**config.mk**
```make
export PLATFORM = sky130hd
export DESIGN_NAME = frame_deframer_crc16_flat
export DESIGN_NICKNAME = d
export VERILOG_FILES = /design/src/rtl/fdc_pkg.sv /design/src/rtl/fdc_req_if.sv /design/src/rtl/fdc_rsp_if.sv /design/src/rtl/fdc_in_reg.sv /design/src/rtl/fdc_parser.sv /design/src/rtl/fdc_rsp_fifo.sv /design/src/rtl/frame_deframer_crc16.sv /design/src/flat_wrapper.sv
export SDC_FILE = /design/constraint.sdc
export NUM_CORES = 1
export LEC_CHECK = 0
export BUFFER_PORTS_ARGS = -buffer_cell sky130_fd_sc_hd__buf_4
export CORE_ASPECT_RATIO = 1.25
export CORE_MARGIN = 2
export CORE_UTILIZATION = 50
export CTS_CLUSTER_SIZE = 8
export DETAILED_ROUTE_END_ITERATION = 10
export PLACE_DENSITY = 0.64
export SETUP_SLACK_MARGIN = 0.05
export SLEW_MARGIN = 20
export SYNTH_ARGS = -nofsm -noshare
export SYNTH_HDL_FRONTEND = slang
export SYNTH_HIERARCHICAL = 1
export SYNTH_SLANG_ARGS = --single-unit
```
**constraint.sdc**
```tcl
create_clock -name clock -period 10 [get_ports clock]
set_input_delay 0.5 -clock clock [delete_from_list [all_inputs] [get_ports clock]]
set_output_delay 0.5 -clock clock [all_outputs]
set_load 0.01 [all_outputs]
```
**src/rtl/fdc_pkg.sv**
```systemverilog
`timescale 1ns / 1ps
// fdc_pkg: shared widths, codes and the result record of the frame deframer.
// No dependencies; every other file of the block imports it.
package fdc_pkg;

   localparam int BYTE_W          = 8;
   localparam int STATUS_W        = 3;
   localparam int PLEN_W          = 11;
   localparam int VMAJ_W          = 4;
   localparam int CSR_IDX_W       = 2;
   localparam int CSR_DATA_W      = 8;
   localparam int CRC_W           = 16;
   localparam int MAX_PAYLOAD_DEF = 1024;

   localparam logic [CSR_IDX_W-1:0] CSR_SOF_FIRST     = 2'd0;
   localparam logic [CSR_IDX_W-1:0] CSR_SOF_SECOND    = 2'd1;
   localparam logic [CSR_IDX_W-1:0] CSR_VERSION_MAJOR = 2'd2;

   localparam logic [BYTE_W-1:0] SOF_FIRST_RST     = 8'hAA;
   localparam logic [BYTE_W-1:0] SOF_SECOND_RST    = 8'h55;
   localparam logic [VMAJ_W-1:0] VERSION_MAJOR_RST = 4'd1;

   localparam logic [CRC_W-1:0] CRC_INIT = 16'hFFFF;
   localparam logic [CRC_W-1:0] CRC_POLY = 16'h1021;

   localparam logic KIND_PAYLOAD = 1'b0;
   localparam logic KIND_REPORT  = 1'b1;

   typedef enum logic [STATUS_W-1:0] {
      ST_OK          = 3'd0,
      ST_BAD_START   = 3'd1,
      ST_BAD_VERSION = 3'd2,
      ST_BAD_LENGTH  = 3'd3,
      ST_BAD_CRC     = 3'd4
   } status_type;

   typedef struct packed {
      logic              kind;
      logic [BYTE_W-1:0] data_byte;
      status_type        status;
      logic [BYTE_W-1:0] frame_version;
      logic [BYTE_W-1:0] msg_type;
      logic [BYTE_W-1:0] frame_flags;
      logic [BYTE_W-1:0] sequence_res;
      logic [PLEN_W-1:0] payload_length;
   } fdc_rsp_type;

endpackage

```
**src/rtl/fdc_req_if.sv**
```systemverilog
`timescale 1ns / 1ps
// fdc_req_if: received-byte channel, valid/ready with one byte per word.
// Depends on fdc_pkg.
interface fdc_req_if import fdc_pkg::*; ();
   logic              valid;
   logic              ready;
   logic [BYTE_W-1:0] rx_byte;

   modport source (output valid, output rx_byte, input ready);
   modport sink (input valid, input rx_byte, output ready);
endinterface

```
**src/rtl/fdc_rsp_if.sv**
```systemverilog
`timescale 1ns / 1ps
// fdc_rsp_if: result channel, valid/ready with one payload byte or frame report per word.
// Depends on fdc_pkg.
interface fdc_rsp_if import fdc_pkg::*; ();
   logic              valid;
   logic              ready;
   logic              kind;
   logic [BYTE_W-1:0] data_byte;
   logic [STATUS_W-1:0] status;
   logic [BYTE_W-1:0] frame_version;
   logic [BYTE_W-1:0] msg_type;
   logic [BYTE_W-1:0] frame_flags;
   logic [BYTE_W-1:0] sequence_res;
   logic [PLEN_W-1:0] payload_length;

   modport source (output valid, output kind, output data_byte, output status,
                   output frame_version, output msg_type, output frame_flags,
                   output sequence_res, output payload_length, input ready);
   modport sink (input valid, input kind, input data_byte, input status,
                 input frame_version, input msg_type, input frame_flags,
                 input sequence_res, input payload_length, output ready);
endinterface

```
**src/rtl/fdc_in_reg.sv**
```systemverilog
`timescale 1ns / 1ps
// fdc_in_reg: input register that holds one received byte for the parser.
// Depends on fdc_pkg and fdc_req_if.
module fdc_in_reg import fdc_pkg::*; (
   input  logic              clock,
   input  logic              reset,
   fdc_req_if.sink           req,
   input  logic              advance,
   output logic              byte_vld,
   output logic [BYTE_W-1:0] byte_data
);

   logic              vld_ff;
   logic              vld_in;
   logic [BYTE_W-1:0] data_ff;
   logic [BYTE_W-1:0] data_in;
   logic              take;

   assign req.ready = !vld_ff || advance;
   assign take      = req.valid && req.ready;
   assign vld_in    = take || (vld_ff && !advance);
   assign data_in   = take ? req.rx_byte : data_ff;

   always_ff @(posedge clock) begin
      if (reset) begin
         vld_ff <= 1'b0;
      end else begin
         vld_ff <= vld_in;
      end
      data_ff <= data_in;
   end

   assign byte_vld  = vld_ff;
   assign byte_data = data_ff;

endmodule

```
**src/rtl/fdc_parser.sv**
```systemverilog
`timescale 1ns / 1ps
// fdc_parser: frame state machine, header capture, CRC-16 and control registers.
// Depends on fdc_pkg; one byte in, at most one result word out per cycle.
module fdc_parser import fdc_pkg::*; #(
   parameter int MAX_PAYLOAD = MAX_PAYLOAD_DEF
) (
   input  logic                  clock,
   input  logic                  reset,
   input  logic                  csr_we,
   input  logic [CSR_IDX_W-1:0]  csr_index,
   input  logic [CSR_DATA_W-1:0] csr_wdata,
   input  logic                  byte_fire,
   input  logic [BYTE_W-1:0]     rx_byte,
   output logic                  rsp_push,
   output fdc_rsp_type           rsp_word
);

   localparam int CNT_W = $clog2(MAX_PAYLOAD + 1);
   localparam int LEN_W = 2 * BYTE_W;

   typedef enum logic [3:0] {
      PH_HUNT1   = 4'd0,
      PH_HUNT2   = 4'd1,
      PH_VER     = 4'd2,
      PH_TYPE    = 4'd3,
      PH_FLAGS   = 4'd4,
      PH_SEQ     = 4'd5,
      PH_LEN_LO  = 4'd6,
      PH_LEN_HI  = 4'd7,
      PH_PAYLOAD = 4'd8,
      PH_CRC_LO  = 4'd9,
      PH_CRC_HI  = 4'd10
   } phase_type;

   function automatic logic [CRC_W-1:0] crc16_byte(input logic [CRC_W-1:0] crc,
                                                   input logic [BYTE_W-1:0] b);
      logic [CRC_W-1:0] c;
      c = crc ^ {b, 8'h00};
      for (int i = 0; i < 8; i++) begin
         c = c[CRC_W-1] ? ((c << 1) ^ CRC_POLY) : (c << 1);
      end
      return c;
   endfunction

   phase_type         phase_ff, phase_in;
   logic [CNT_W-1:0]  cnt_ff, cnt_in;
   logic [CRC_W-1:0]  crc_ff, crc_in, crc_next;
   logic [BYTE_W-1:0] ver_ff, ver_in;
   logic [BYTE_W-1:0] type_ff, type_in;
   logic [BYTE_W-1:0] flags_ff, flags_in;
   logic [BYTE_W-1:0] seq_ff, seq_in;
   logic [LEN_W-1:0]  len_ff, len_in;
   logic [BYTE_W-1:0] crc_lo_ff, crc_lo_in;
   logic [BYTE_W-1:0] sof_first_ff, sof_second_ff;
   logic [VMAJ_W-1:0] vmaj_ff;
   logic [LEN_W-1:0]  full_len;
   logic [CRC_W-1:0]  got_crc;
   fdc_rsp_type       report;

   assign crc_next = crc16_byte(crc_ff, rx_byte);
   assign full_len = {rx_byte, len_ff[BYTE_W-1:0]};
   assign got_crc  = {rx_byte, crc_lo_ff};

   always_comb begin
      phase_in  = phase_ff;
      cnt_in    = cnt_ff;
      crc_in    = crc_ff;
      ver_in    = ver_ff;
      type_in   = type_ff;
      flags_in  = flags_ff;
      seq_in    = seq_ff;
      len_in    = len_ff;
      crc_lo_in = crc_lo_ff;
      rsp_push  = 1'b0;
      report    = '{kind: KIND_REPORT, data_byte: '0, status: ST_OK,
                    frame_version: ver_ff, msg_type: type_ff, frame_flags: flags_ff,
                    sequence_res: seq_ff, payload_length: '0};
      rsp_word  = report;
      if (byte_fire) begin
         unique case (phase_ff)
            PH_HUNT2: begin
               cnt_in    = '0;
               crc_in    = CRC_INIT;
               ver_in    = '0;
               type_in   = '0;
               flags_in  = '0;
               seq_in    = '0;
               len_in    = '0;
               crc_lo_in = '0;
               if (rx_byte == sof_second_ff) begin
                  phase_in = PH_VER;
               end else begin
                  rsp_push = 1'b0 | 1'b1;
                  rsp_word = '{kind: KIND_REPORT, data_byte: '0, status: ST_BAD_START,
                               frame_version: '0, msg_type: '0, frame_flags: '0,
                               sequence_res: '0, payload_length: '0};
                  phase_in = (rx_byte == sof_first_ff) ? PH_HUNT2 : PH_HUNT1;
               end
            end
            PH_VER: begin
               crc_in = crc_next;
               ver_in = rx_byte;
               if (rx_byte[BYTE_W-1 -: VMAJ_W] != vmaj_ff) begin
                  rsp_push               = 1'b1;
                  rsp_word               = report;
                  rsp_word.status        = ST_BAD_VERSION;
                  rsp_word.frame_version = rx_byte;
                  phase_in               = PH_HUNT1;
               end else begin
                  phase_in = PH_TYPE;
               end
            end
            PH_TYPE: begin
               crc_in   = crc_next;
               type_in  = rx_byte;
               phase_in = PH_FLAGS;
            end
            PH_FLAGS: begin
               crc_in   = crc_next;
               flags_in = rx_byte;
               phase_in = PH_SEQ;
            end
            PH_SEQ: begin
               crc_in   = crc_next;
               seq_in   = rx_byte;
               phase_in = PH_LEN_LO;
            end
            PH_LEN_LO: begin
               crc_in   = crc_next;
               len_in   = {{BYTE_W{1'b0}}, rx_byte};
               phase_in = PH_LEN_HI;
            end
            PH_LEN_HI: begin
               crc_in = crc_next;
               len_in = full_len;
               if ({1'b0, full_len} > (LEN_W + 1)'(MAX_PAYLOAD)) begin
                  rsp_push        = 1'b1;
                  rsp_word        = report;
                  rsp_word.status = ST_BAD_LENGTH;
                  phase_in        = PH_HUNT1;
               end else begin
                  cnt_in   = full_len[CNT_W-1:0];
                  phase_in = (full_len == '0) ? PH_CRC_LO : PH_PAYLOAD;
               end
            end
            PH_PAYLOAD: begin
               crc_in   = crc_next;
               cnt_in   = cnt_ff - 1'b1;
               rsp_push = 1'b1;
               rsp_word = '{kind: KIND_PAYLOAD, data_byte: rx_byte, status: ST_OK,
                            frame_version: '0, msg_type: '0, frame_flags: '0,
                            sequence_res: '0, payload_length: '0};
               if (cnt_ff == CNT_W'(1)) begin
                  phase_in = PH_CRC_LO;
               end
            end
            PH_CRC_LO: begin
               crc_lo_in = rx_byte;
               phase_in  = PH_CRC_HI;
            end
            PH_CRC_HI: begin
               rsp_push                = 1'b1;
               rsp_word                = report;
               rsp_word.status         = (got_crc == crc_ff) ? ST_OK : ST_BAD_CRC;
               rsp_word.payload_length = len_ff[PLEN_W-1:0];
               phase_in                = PH_HUNT1;
            end
            default: begin
               phase_in = (rx_byte == sof_first_ff) ? PH_HUNT2 : PH_HUNT1;
            end
         endcase
      end
   end

   always_ff @(posedge clock) begin
      if (reset) begin
         phase_ff      <= PH_HUNT1;
         sof_first_ff  <= SOF_FIRST_RST;
         sof_second_ff <= SOF_SECOND_RST;
         vmaj_ff       <= VERSION_MAJOR_RST;
      end else begin
         phase_ff <= phase_in;
         if (csr_we) begin
            unique case (csr_index)
               CSR_SOF_FIRST:     sof_first_ff  <= csr_wdata;
               CSR_SOF_SECOND:    sof_second_ff <= csr_wdata;
               CSR_VERSION_MAJOR: vmaj_ff       <= csr_wdata[VMAJ_W-1:0];
               default: begin
               end
            endcase
         end
      end
      cnt_ff    <= cnt_in;
      crc_ff    <= crc_in;
      ver_ff    <= ver_in;
      type_ff   <= type_in;
      flags_ff  <= flags_in;
      seq_ff    <= seq_in;
      len_ff    <= len_in;
      crc_lo_ff <= crc_lo_in;
   end

   a_payload_needs_count: assert property (@(posedge clock) disable iff (reset)
      phase_ff == PH_PAYLOAD |-> cnt_ff != '0)
      else $error("payload phase entered with zero remaining count");

   a_payload_word_clean: assert property (@(posedge clock) disable iff (reset)
      rsp_push && rsp_word.kind == KIND_PAYLOAD |-> rsp_word.status == ST_OK)
      else $error("payload word carries a status");

   a_report_returns_hunt: assert property (@(posedge clock) disable iff (reset)
      rsp_push && rsp_word.kind == KIND_REPORT |=>
         phase_ff == PH_HUNT1 || phase_ff == PH_HUNT2)
      else $error("report not followed by hunting");

endmodule

```
**src/rtl/fdc_rsp_fifo.sv**
```systemverilog
`timescale 1ns / 1ps
// fdc_rsp_fifo: two-word result buffer that drives the result channel.
// Depends on fdc_pkg and fdc_rsp_if.
module fdc_rsp_fifo import fdc_pkg::*; (
   input  logic        clock,
   input  logic        reset,
   input  logic        push,
   input  fdc_rsp_type push_word,
   output logic        space,
   fdc_rsp_if.source   rsp
);

   fdc_rsp_type entry_ff [2];
   logic        wr_ptr_ff, wr_ptr_in;
   logic        rd_ptr_ff, rd_ptr_in;
   logic [1:0]  count_ff, count_in;
   logic        pop;
   logic        do_push;
   fdc_rsp_type head;

   assign space   = count_ff != 2'd2;
   assign do_push = push && space;
   assign pop     = rsp.valid && rsp.ready;

   assign wr_ptr_in = do_push ? !wr_ptr_ff : wr_ptr_ff;
   assign rd_ptr_in = pop ? !rd_ptr_ff : rd_ptr_ff;
   assign count_in  = count_ff + {1'b0, do_push} - {1'b0, pop};

   always_ff @(posedge clock) begin
      if (reset) begin
         wr_ptr_ff <= 1'b0;
         rd_ptr_ff <= 1'b0;
         count_ff  <= 2'd0;
      end else begin
         wr_ptr_ff <= wr_ptr_in;
         rd_ptr_ff <= rd_ptr_in;
         count_ff  <= count_in;
      end
      if (do_push) begin
         entry_ff[wr_ptr_ff] <= push_word;
      end
   end

   assign head               = entry_ff[rd_ptr_ff];
   assign rsp.valid          = count_ff != 2'd0;
   assign rsp.kind           = head.kind;
   assign rsp.data_byte      = head.data_byte;
   assign rsp.status         = head.status;
   assign rsp.frame_version  = head.frame_version;
   assign rsp.msg_type       = head.msg_type;
   assign rsp.frame_flags    = head.frame_flags;
   assign rsp.sequence_res   = head.sequence_res;
   assign rsp.payload_length = head.payload_length;

   a_count_bound: assert property (@(posedge clock) disable iff (reset)
      count_ff != 2'd3)
      else $error("result buffer count out of range");

   a_push_not_lost: assert property (@(posedge clock) disable iff (reset)
      push |-> space)
      else $error("result word pushed into a full buffer");

   a_ptr_count_agree: assert property (@(posedge clock) disable iff (reset)
      (count_ff == 2'd1) |-> (wr_ptr_ff != rd_ptr_ff))
      else $error("buffer pointers disagree with count");

endmodule

```
**src/rtl/frame_deframer_crc16.sv**
```systemverilog
`timescale 1ns / 1ps
// frame_deframer_crc16: top level of the start/length/CRC-16 frame deframer.
// Depends on fdc_pkg, fdc_req_if, fdc_rsp_if, fdc_in_reg, fdc_parser, fdc_rsp_fifo.
//
// Usage:
//   req carries one received byte per word. rsp carries either a payload
//   byte (kind 0) or an end-of-frame / error report (kind 1) with status
//   and header fields. Many bytes give no word at all (start bytes, header,
//   CRC low byte, hunting noise).
//   csr_we/csr_index/csr_wdata write the first start byte (0), the second
//   start byte (1) and the accepted major version (2); write only when idle.
// Timing:
//   One byte per clock sustained while the result buffer has space. A byte
//   taken from req waits in the input register until the buffer has space;
//   it is then parsed and its word, if any, is pushed into the buffer for rsp.
//   The byte-wide CRC-16 update and the frame state machine are combinational
//   logic between the input register and the two-word result buffer.
// Reset:
//   Synchronous, active high. Clears the buffer, returns to hunting for the
//   first start byte and restores the control registers to 0xAA, 0x55, 1.
// Stall:
//   While rsp is stalled the buffer holds up to two words; req.ready drops
//   once it is full and the input register is occupied. No word is dropped.
module frame_deframer_crc16 import fdc_pkg::*; #(
   parameter int MAX_PAYLOAD = MAX_PAYLOAD_DEF
) (
   input  logic                  clock,
   input  logic                  reset,
   input  logic                  csr_we,
   input  logic [CSR_IDX_W-1:0]  csr_index,
   input  logic [CSR_DATA_W-1:0] csr_wdata,
   fdc_req_if.sink               req,
   fdc_rsp_if.source             rsp
);

   logic              space;
   logic              byte_vld;
   logic [BYTE_W-1:0] byte_data;
   logic              rsp_push;
   fdc_rsp_type       rsp_word;

   fdc_in_reg u_in_reg (
      .clock     (clock),
      .reset     (reset),
      .req       (req),
      .advance   (space),
      .byte_vld  (byte_vld),
      .byte_data (byte_data)
   );

   fdc_parser #(
      .MAX_PAYLOAD (MAX_PAYLOAD)
   ) u_parser (
      .clock     (clock),
      .reset     (reset),
      .csr_we    (csr_we),
      .csr_index (csr_index),
      .csr_wdata (csr_wdata),
      .byte_fire (byte_vld && space),
      .rx_byte   (byte_data),
      .rsp_push  (rsp_push),
      .rsp_word  (rsp_word)
   );

   fdc_rsp_fifo u_rsp_fifo (
      .clock     (clock),
      .reset     (reset),
      .push      (rsp_push),
      .push_word (rsp_word),
      .space     (space),
      .rsp       (rsp)
   );

endmodule
```
**src/flat_wrapper.sv**
```systemverilog
// flat-port wrapper written by rule: the top's interface ports become plain ports
module frame_deframer_crc16_flat import fdc_pkg::*;
#(
   parameter int MAX_PAYLOAD = MAX_PAYLOAD_DEF
)
  (clock, reset, csr_we, csr_index, csr_wdata, req_valid, req_rx_byte, req_ready, rsp_valid, rsp_kind, rsp_data_byte, rsp_status, rsp_frame_version, rsp_msg_type, rsp_frame_flags, rsp_sequence_res, rsp_payload_length, rsp_ready);
  fdc_req_if req_i ();
  fdc_rsp_if rsp_i ();
  input  logic clock;
  input  logic reset;
  input  logic csr_we;
  input  logic [CSR_IDX_W-1:0] csr_index;
  input  logic [CSR_DATA_W-1:0] csr_wdata;
  input wire logic [$bits(req_i.valid)-1:0] req_valid;
  input wire logic [$bits(req_i.rx_byte)-1:0] req_rx_byte;
  output wire logic [$bits(req_i.ready)-1:0] req_ready;
  output wire logic [$bits(rsp_i.valid)-1:0] rsp_valid;
  output wire logic [$bits(rsp_i.kind)-1:0] rsp_kind;
  output wire logic [$bits(rsp_i.data_byte)-1:0] rsp_data_byte;
  output wire logic [$bits(rsp_i.status)-1:0] rsp_status;
  output wire logic [$bits(rsp_i.frame_version)-1:0] rsp_frame_version;
  output wire logic [$bits(rsp_i.msg_type)-1:0] rsp_msg_type;
  output wire logic [$bits(rsp_i.frame_flags)-1:0] rsp_frame_flags;
  output wire logic [$bits(rsp_i.sequence_res)-1:0] rsp_sequence_res;
  output wire logic [$bits(rsp_i.payload_length)-1:0] rsp_payload_length;
  input wire logic [$bits(rsp_i.ready)-1:0] rsp_ready;
  assign req_i.valid = req_valid;
  assign req_i.rx_byte = req_rx_byte;
  assign req_ready = req_i.ready;
  assign rsp_valid = rsp_i.valid;
  assign rsp_kind = rsp_i.kind;
  assign rsp_data_byte = rsp_i.data_byte;
  assign rsp_status = rsp_i.status;
  assign rsp_frame_version = rsp_i.frame_version;
  assign rsp_msg_type = rsp_i.msg_type;
  assign rsp_frame_flags = rsp_i.frame_flags;
  assign rsp_sequence_res = rsp_i.sequence_res;
  assign rsp_payload_length = rsp_i.payload_length;
  assign rsp_i.ready = rsp_ready;
  frame_deframer_crc16 #(.MAX_PAYLOAD(MAX_PAYLOAD)) u_core (.clock(clock), .reset(reset), .csr_we(csr_we), .csr_index(csr_index), .csr_wdata(csr_wdata), .req(req_i), .rsp(rsp_i));
endmodule
```
# Word-level counts from Yosys, hierarchy flattened

Memories as Yosys holds them, arrays and structs flattened. A register that Yosys moved wholly into a read port is not among the register bits.
Index checks and enable logic that the tools add are counted.

Mux-type cells: 39
Equal/unequal tests: 20
$lt $le $gt $ge: 1
Bitwise logic cells: 10
$add $sub $neg: 3
Reductions and logical operators: 38

Operators by type and width:

| cell                  | count |
|---|---|
| $pmux 55 s5           | 1 |
| $mux 13               | 8 |
| $mux 45               | 2 |
| $pmux 8 s2            | 5 |
| $pmux 11 s3           | 2 |
| $mux 55               | 1 |
| $mux 44               | 1 |
| $pmux 4 s10           | 1 |
| $pmux 16 s2           | 1 |
| $not 3->3             | 8 |
| $reduce_and 2->1      | 11 |
| $eq 16x16->1          | 1 |
| $eq 4x3->1 const B    | 4 |
| $eq 8x8->1            | 2 |
| $gt 16x11->1 const B  | 1 |
| $logic_not 16->1      | 1 |
| $reduce_bool 2->1     | 8 |
| $xor 16x16->16        | 1 |
| $eq 4x4->1 const B    | 3 |
| $eq 11x1->1 const B   | 1 |
| $mux 11               | 1 |
| $sub 11x1->11 const B | 1 |
| $mux 1                | 10 |
| $eq 4x2->1 const B    | 2 |
| other kinds (20)      | 34 |

Memory bits (writable): 110
Memories: 1
Register bits after elaboration: 115
Output and inout bits: 57
Word-level logic and storage cells: 130

Memory list:

| name                       | words | width | rd ports | clocked after Yosys merged registers in | wr ports | RTL line           | RTL |
|---|---|---|---|---|---|---|---|
| u_core.u_rsp_fifo.entry_ff | 2     | 55    | 1        | 1                                       | 1        | fdc_rsp_fifo.sv:13 | `fdc_rsp_type entry_ff [2];` |

# Depth between registers and ports, before layout

Word-level depth: 18
Gate-level depth with buffers: 14
Depth with buffers taken out: 13

# Cells and area by module

Netlist, hierarchy kept.

By module, submodules not included:

| module               | sequential area each (sq um) | area an instance (sq um) | cells each | times used |
|---|---|---|---|---|
| fdc_parser           | 2,822.7                      | 5,352.6                  | 499        | 1 |
| fdc_rsp_fifo         | 3,403.3                      | 4,454.3                  | 195        | 1 |
| fdc_in_reg           | 260.2                        | 295.3                    | 13         | 1 |
| frame_deframer_crc16 | 0.0                          | 6.3                      | 1          | 1 |

# Least setup slack after synthesis

Ideal clock, no wire load.

Path type: register to register
Start: register u_core.u_parser.phase_ff[2]
End: memory u_core/u_rsp_fifo/entry_ff[0][0] (netlist name) (enable)
Stages on the path, launching flop included: 9
Path slack: 5.731 ns
Path buffers: 2
Clock period less this slack: 4.269 ns
Arrival time: 3.801 ns
Required time: 9.532 ns
Cells stage by stage: dfxtp_1 buf_2 nand2_1 nor2_1 buf_2 nand2_1 a31oi_1 nand2_2 nor2_1

Cells in the longest elaborated chain, start to end: 7
Elaborated cells on any way between the ends: 11
Those cells by class: eq/ne (5); mux (4); reduce/logical (2)

Ends and longest elaborated chain:

| item                             | RTL line                   | RTL |
|---|---|---|
| start, declared                  | fdc_parser.sv:45           | `phase_type phase_ff, phase_in;` |
| start signal, assigned           | fdc_parser.sv:182          | `phase_ff <= phase_in;` |
| $eq 4x4->1                       | fdc_parser.sv:80           | `unique case (phase_ff)` |
| $reduce_or 2->1 (no source line) | --                         |  |
| $pmux 1 s4 *                     | fdc_parser.sv:80           |  |
| $mux 1 *                         | fdc_parser.sv:79           | `if (byte_fire) begin` |
| named net u_core.rsp_push        | frame_deframer_crc16.sv:39 | `logic rsp_push;` |
| $logic_and 1x1->1 *              | fdc_rsp_fifo.sv:22         | `assign do_push = push && space;` |
| $mux 1 *                         | fdc_rsp_fifo.sv:39         | `if (do_push) begin` |
| $mux 1 (not written as such) *   | fdc_rsp_fifo.sv:40         | `entry_ff[wr_ptr_ff] <= push_word;` |
| end, declared                    | fdc_rsp_fifo.sv:13         |  |

Mark *: on every way through the listed nets, which the timed path passes. The rest lies on a longest branch.

# Final worst setup path

Start: register u_core.u_parser.phase_ff[0]
End: memory u_core/u_rsp_fifo/entry_ff[0][45] (netlist name) (enable)

The elaborated chain is that of the path after synthesis.

==> metrics.md <==
| Metric | Value |
|---|---|
| Status | `finished clean` |
| CTS H-tree depth | `2` |
| Syn. warnings | `6` |
| Sw Pwr | `around 520 µW` |
| RSZ-0062 raised after global routing | `false` |
| Setup-failing EPs final | `0` |
| First-pass GRT wire length | `31800 µm` |
| FF-to-FF setup slack | `~6600 ps` |
| Critical path capture point | `u_core/u_rsp_fifo/entry_ff[0][45]` |
| Post-Syn Instances | `708` |
| Synth top area share | `0.582` |
| EDFF count, synth | `~200` |
| Ys flop type | `edfxtp_1` |
| F_max | `290 MHz` |
| CTS Hold Buffers Added | `0` |
| Port Buffer Count | `79` |
| Routed via count | `5716` |
| Initial Utilization | `0.507` |
| Num CTS Buffers | `34` |
| Post-CTS Setup Bufs | `0` |
| Fill cells | `1561` |
| Max-slew violations | `0` |
| CP endpoint kind | `flop` |
| Finished Layout Cells | `1071` |
| Nets | `818` |
| Asr flop ratio synth | `0` |
| Synthesized area | `0.0101 mm²` |
| # rows | `58` |
| Seq/Total Area, Yosys | `0.642` |
| Syn_area_per_cell | `14.3 µm²` |
| Final hold slack | `186 ps` |
| Post-DP HPWL | `roughly 13000 µm` |
| Vias in the first global route | `5918` |
| Pin count of the biggest net entering global routing | `56` |
| Post_cts resized | `0` |
| CP Launch Type | `flop` |
| Dpl cells | `1025` |
| Fin crit share | `0.345` |
| Grt total ovfl | `0` |
| Clk sinks | `226` |
| Combinational share of power | `0.108` |
| Clk pin slew, worst setup/hold paths | `50 ps` |
| Yosys top cell by area | `edfxtp_1` |
| Synth cell count leaders | `edfxtp_1, mux2_4, and2_1, xnor2_1, nand2_1` |
| Reg power frac | `0.453` |
| Die Span X | `131 µm` |
| Relative slew slack | `0.333` |
| Synth area leaders | `edfxtp_1, mux2_4, dfxtp_1` |
| Fin Setup TNS | `0 ps` |
| Area grow syn2layout | `16.6%` |
| CORE AREA | `0.0200 mm²` |
| Synth Net Count | `about 740` |
| Worst reg2reg path depth | `8` |
| Setup crit start | `u_core/u_parser/phase_ff[0]` |
| Clock share of power | `0.439` |
| Worst ir drop on vdd | `0.148 mV` |
| Most common cell in the synthesized netlist | `edfxtp_1` |
| Wire per inst | `between 15 and 20 µm` |
| Fin util | `0.591` |
| Switching Fraction | `0.224` |
| Maximum clock path buffer count | `3` |
| Post-route minimum period | `3450 ps` |
| Root Driver | `clkbuf_16` |
| Pint | `1.79 mW` |
| CTS tree | `yes` |
| CP arrival | `3570 ps` |
| I/O Pins | `80` |
| Worst hold path class | `input pin to flop` |
| MaxCap Viol Count | `0` |
| Layout cell share with drive strength beyond 1 | `0.245` |
| Required @ worst endpoint | `about 10000 ps` |
| Pre-Repair DR Iteration Count | `5` |
| Final Hold Fails | `0` |
| Total GRT Usage | `0.189` |
| Clk_lat worst skew | `510 ps` |
| Antenna cell count | `0` |
| Pleak | `4.40 nW` |
| DRC | `0` |
| First DRT Iteration DRCs | `329` |
| Via density | `around 5.3` |
| FF-to-FF End | `u_core/u_rsp_fifo/entry_ff[0][45]` |
| Initial antenna violation count | `0` |
| Die area | `approximately 0.021 mm²` |
| WS Path Type | `flop to flop` |
| Crit path max fanout | `55` |
| Die extent in y | `163 µm` |
| Setup Skew | `21.6 ps` |
| Yosys reg bits | `~230` |
| GPL Wtd Cong | `0.898` |
| Measured slew at the worst slew-check pin | `roughly 1000 ps` |
| Post-DRT Antenna Nets | `0` |
| Distinct cell type count after synthesis | `a little under 60` |
| Pwr per Cell Area | `196 mW/mm²` |
| Reg2reg start | `u_core/u_parser/phase_ff[0]` |
| Detailed Route WL | `slightly above 20000 µm` |
layout by cell type (no fill, tap or decap), types with 4 or more instances in the layout:
cell type    n
edfxtp_1   196
buf_4       84
mux2_4      50
and2_1      48
xnor2_1     42
nand2_1     38
clkbuf_16   35
nor2b_1     35
nor2_1      33
dfxtp_1     29
and3_1      27
xor2_1      24
o21ai_0     14
mux2i_1     12
inv_1       10
a21oi_1     10
a211o_1      9
clkbuf_1     8
nand2b_1     8
a22o_1       8
nor4_1       7
nor3_1       6
nand4_1      6
mux2_2       6
o21a_1       4
ha_1         4
metal layers:
| metal | part of all wire | GRT usage | vias up |
|---|---|---|---|
| met5 | 0 | 0 | - |
| met1 | 0.41 | 0.227 | 2789 |
| met2 | 0.51 | 0.336 | 169 |
| li1 | - | - | 2715 |
| met3 | 0.047 | 0.0405 | 43 |
| met4 | 0.031 | 0.0726 | 0 |
metrics by stage:
stage / total power, mW / cell area, µm² / setup slack [ps]
6_report: 2.31 / 11800 / 6550
4_1_cts: 2.34 / 11800 / 6620
2_1_floorplan: 1.26 / 10100 / 5730
3_5_place_dp: 1.32 / 10800 / 6630
3_3_place_gp: 1.32 / 10800 / 6730
5_1_grt: 2.39 / 11800 / 6280
worst min path at each step:
stage | from | endpoint | slack, ps | cells past startpoint
3_3_place_gp | u_core/u_parser/sof_second_ff[0] | u_core/u_parser/sof_second_ff[0] | 470 | 1
6_report | req_rx_byte[1] | u_core/u_in_reg/byte_data[1] | 190 | 1
2_1_floorplan | u_core/u_parser/vmaj_ff[0] | u_core/u_parser/vmaj_ff[0] | 460 | 1
4_1_cts | req_rx_byte[1] | u_core/u_in_reg/byte_data[1] | 170 | 1
5_1_grt | req_rx_byte[3] | u_core/u_in_reg/byte_data[3] | 170 | 1
3_5_place_dp | u_core/u_parser/sof_second_ff[2] | u_core/u_parser/sof_second_ff[2] | 470 | 1
worst max-delay path, cell delays in order, from the launching register on:
cell,delay (ps)
dfxtp_1,700
nand2b_1,230
nor3_2,480
o21ai_0,310
a21boi_0,190
a31oi_1,280
nand2_2,140
nor2_4,90
buf_4,570
cell families (layout without fill, tap and decap cells):
kind of cell             after synthesis  count (layout)  share of synthesized area
AO/OA/AOI/OAI                         63              63                     0.0446
XOR/XNOR                              66              66                     0.0572
adder cells (fa/ha/maj)                4               4                    0.00495
buffers and inverters                 48             141                     0.0288
flip-flops                           226             226                      0.642
multiplexers                          68              68                     0.0928
AND/OR/NAND/NOR                      233             233                      0.130
registers in the layout, indices dropped and copies added, names as in the netlist, 4 cells and up, named ones only:
| name | count |
|---|---|
| u_core/u_parser/type_ff | 8 |
| u_core/u_parser/len_ff | 11 |
| u_core/u_parser/crc_ff | 16 |
| u_core/u_rsp_fifo/entry_ff | 110 |
| u_core/u_parser/flags_ff | 8 |
| u_core/u_in_reg/byte_data | 8 |
| u_core/u_parser/sof_second_ff | 8 |
| u_core/u_parser/phase_ff | 4 |
| u_core/u_parser/sof_first_ff | 8 |
| u_core/u_parser/seq_ff | 8 |
| u_core/u_parser/crc_lo_ff | 8 |
| u_core/u_parser/vmaj_ff | 4 |
| u_core/u_parser/cnt_ff | 11 |
| u_core/u_parser/ver_ff | 8 |
layout make-up:
cell class | instances | area [µm²] | share of cell area
tap | 270 | 338 | 0.0287
clock buffer | 43 | 906 | 0.0768
sequential | 226 | 6490 | 0.550
multi-input combinational | 434 | 3340 | 0.284
timing repair buffer | 84 | 631 | 0.0535
clock inverter | 3 | 41.3 | 0.00350
inverter | 11 | 41.3 | 0.00350
power groups by stage:
| stage | combinational (mW) | clock (mW) | sequential, mW |
|---|---|---|---|
| floorplan | 0.209 | 0 | 1.05 |
| global placement | 0.251 | 0 | 1.06 |
| detailed placement | 0.253 | 0 | 1.07 |
| CTS | 0.255 | 1.03 | 1.05 |
| global route | 0.266 | 1.08 | 1.05 |
| finish | 0.249 | 1.01 | 1.05 |
Power figures use the tool's default switching activity.
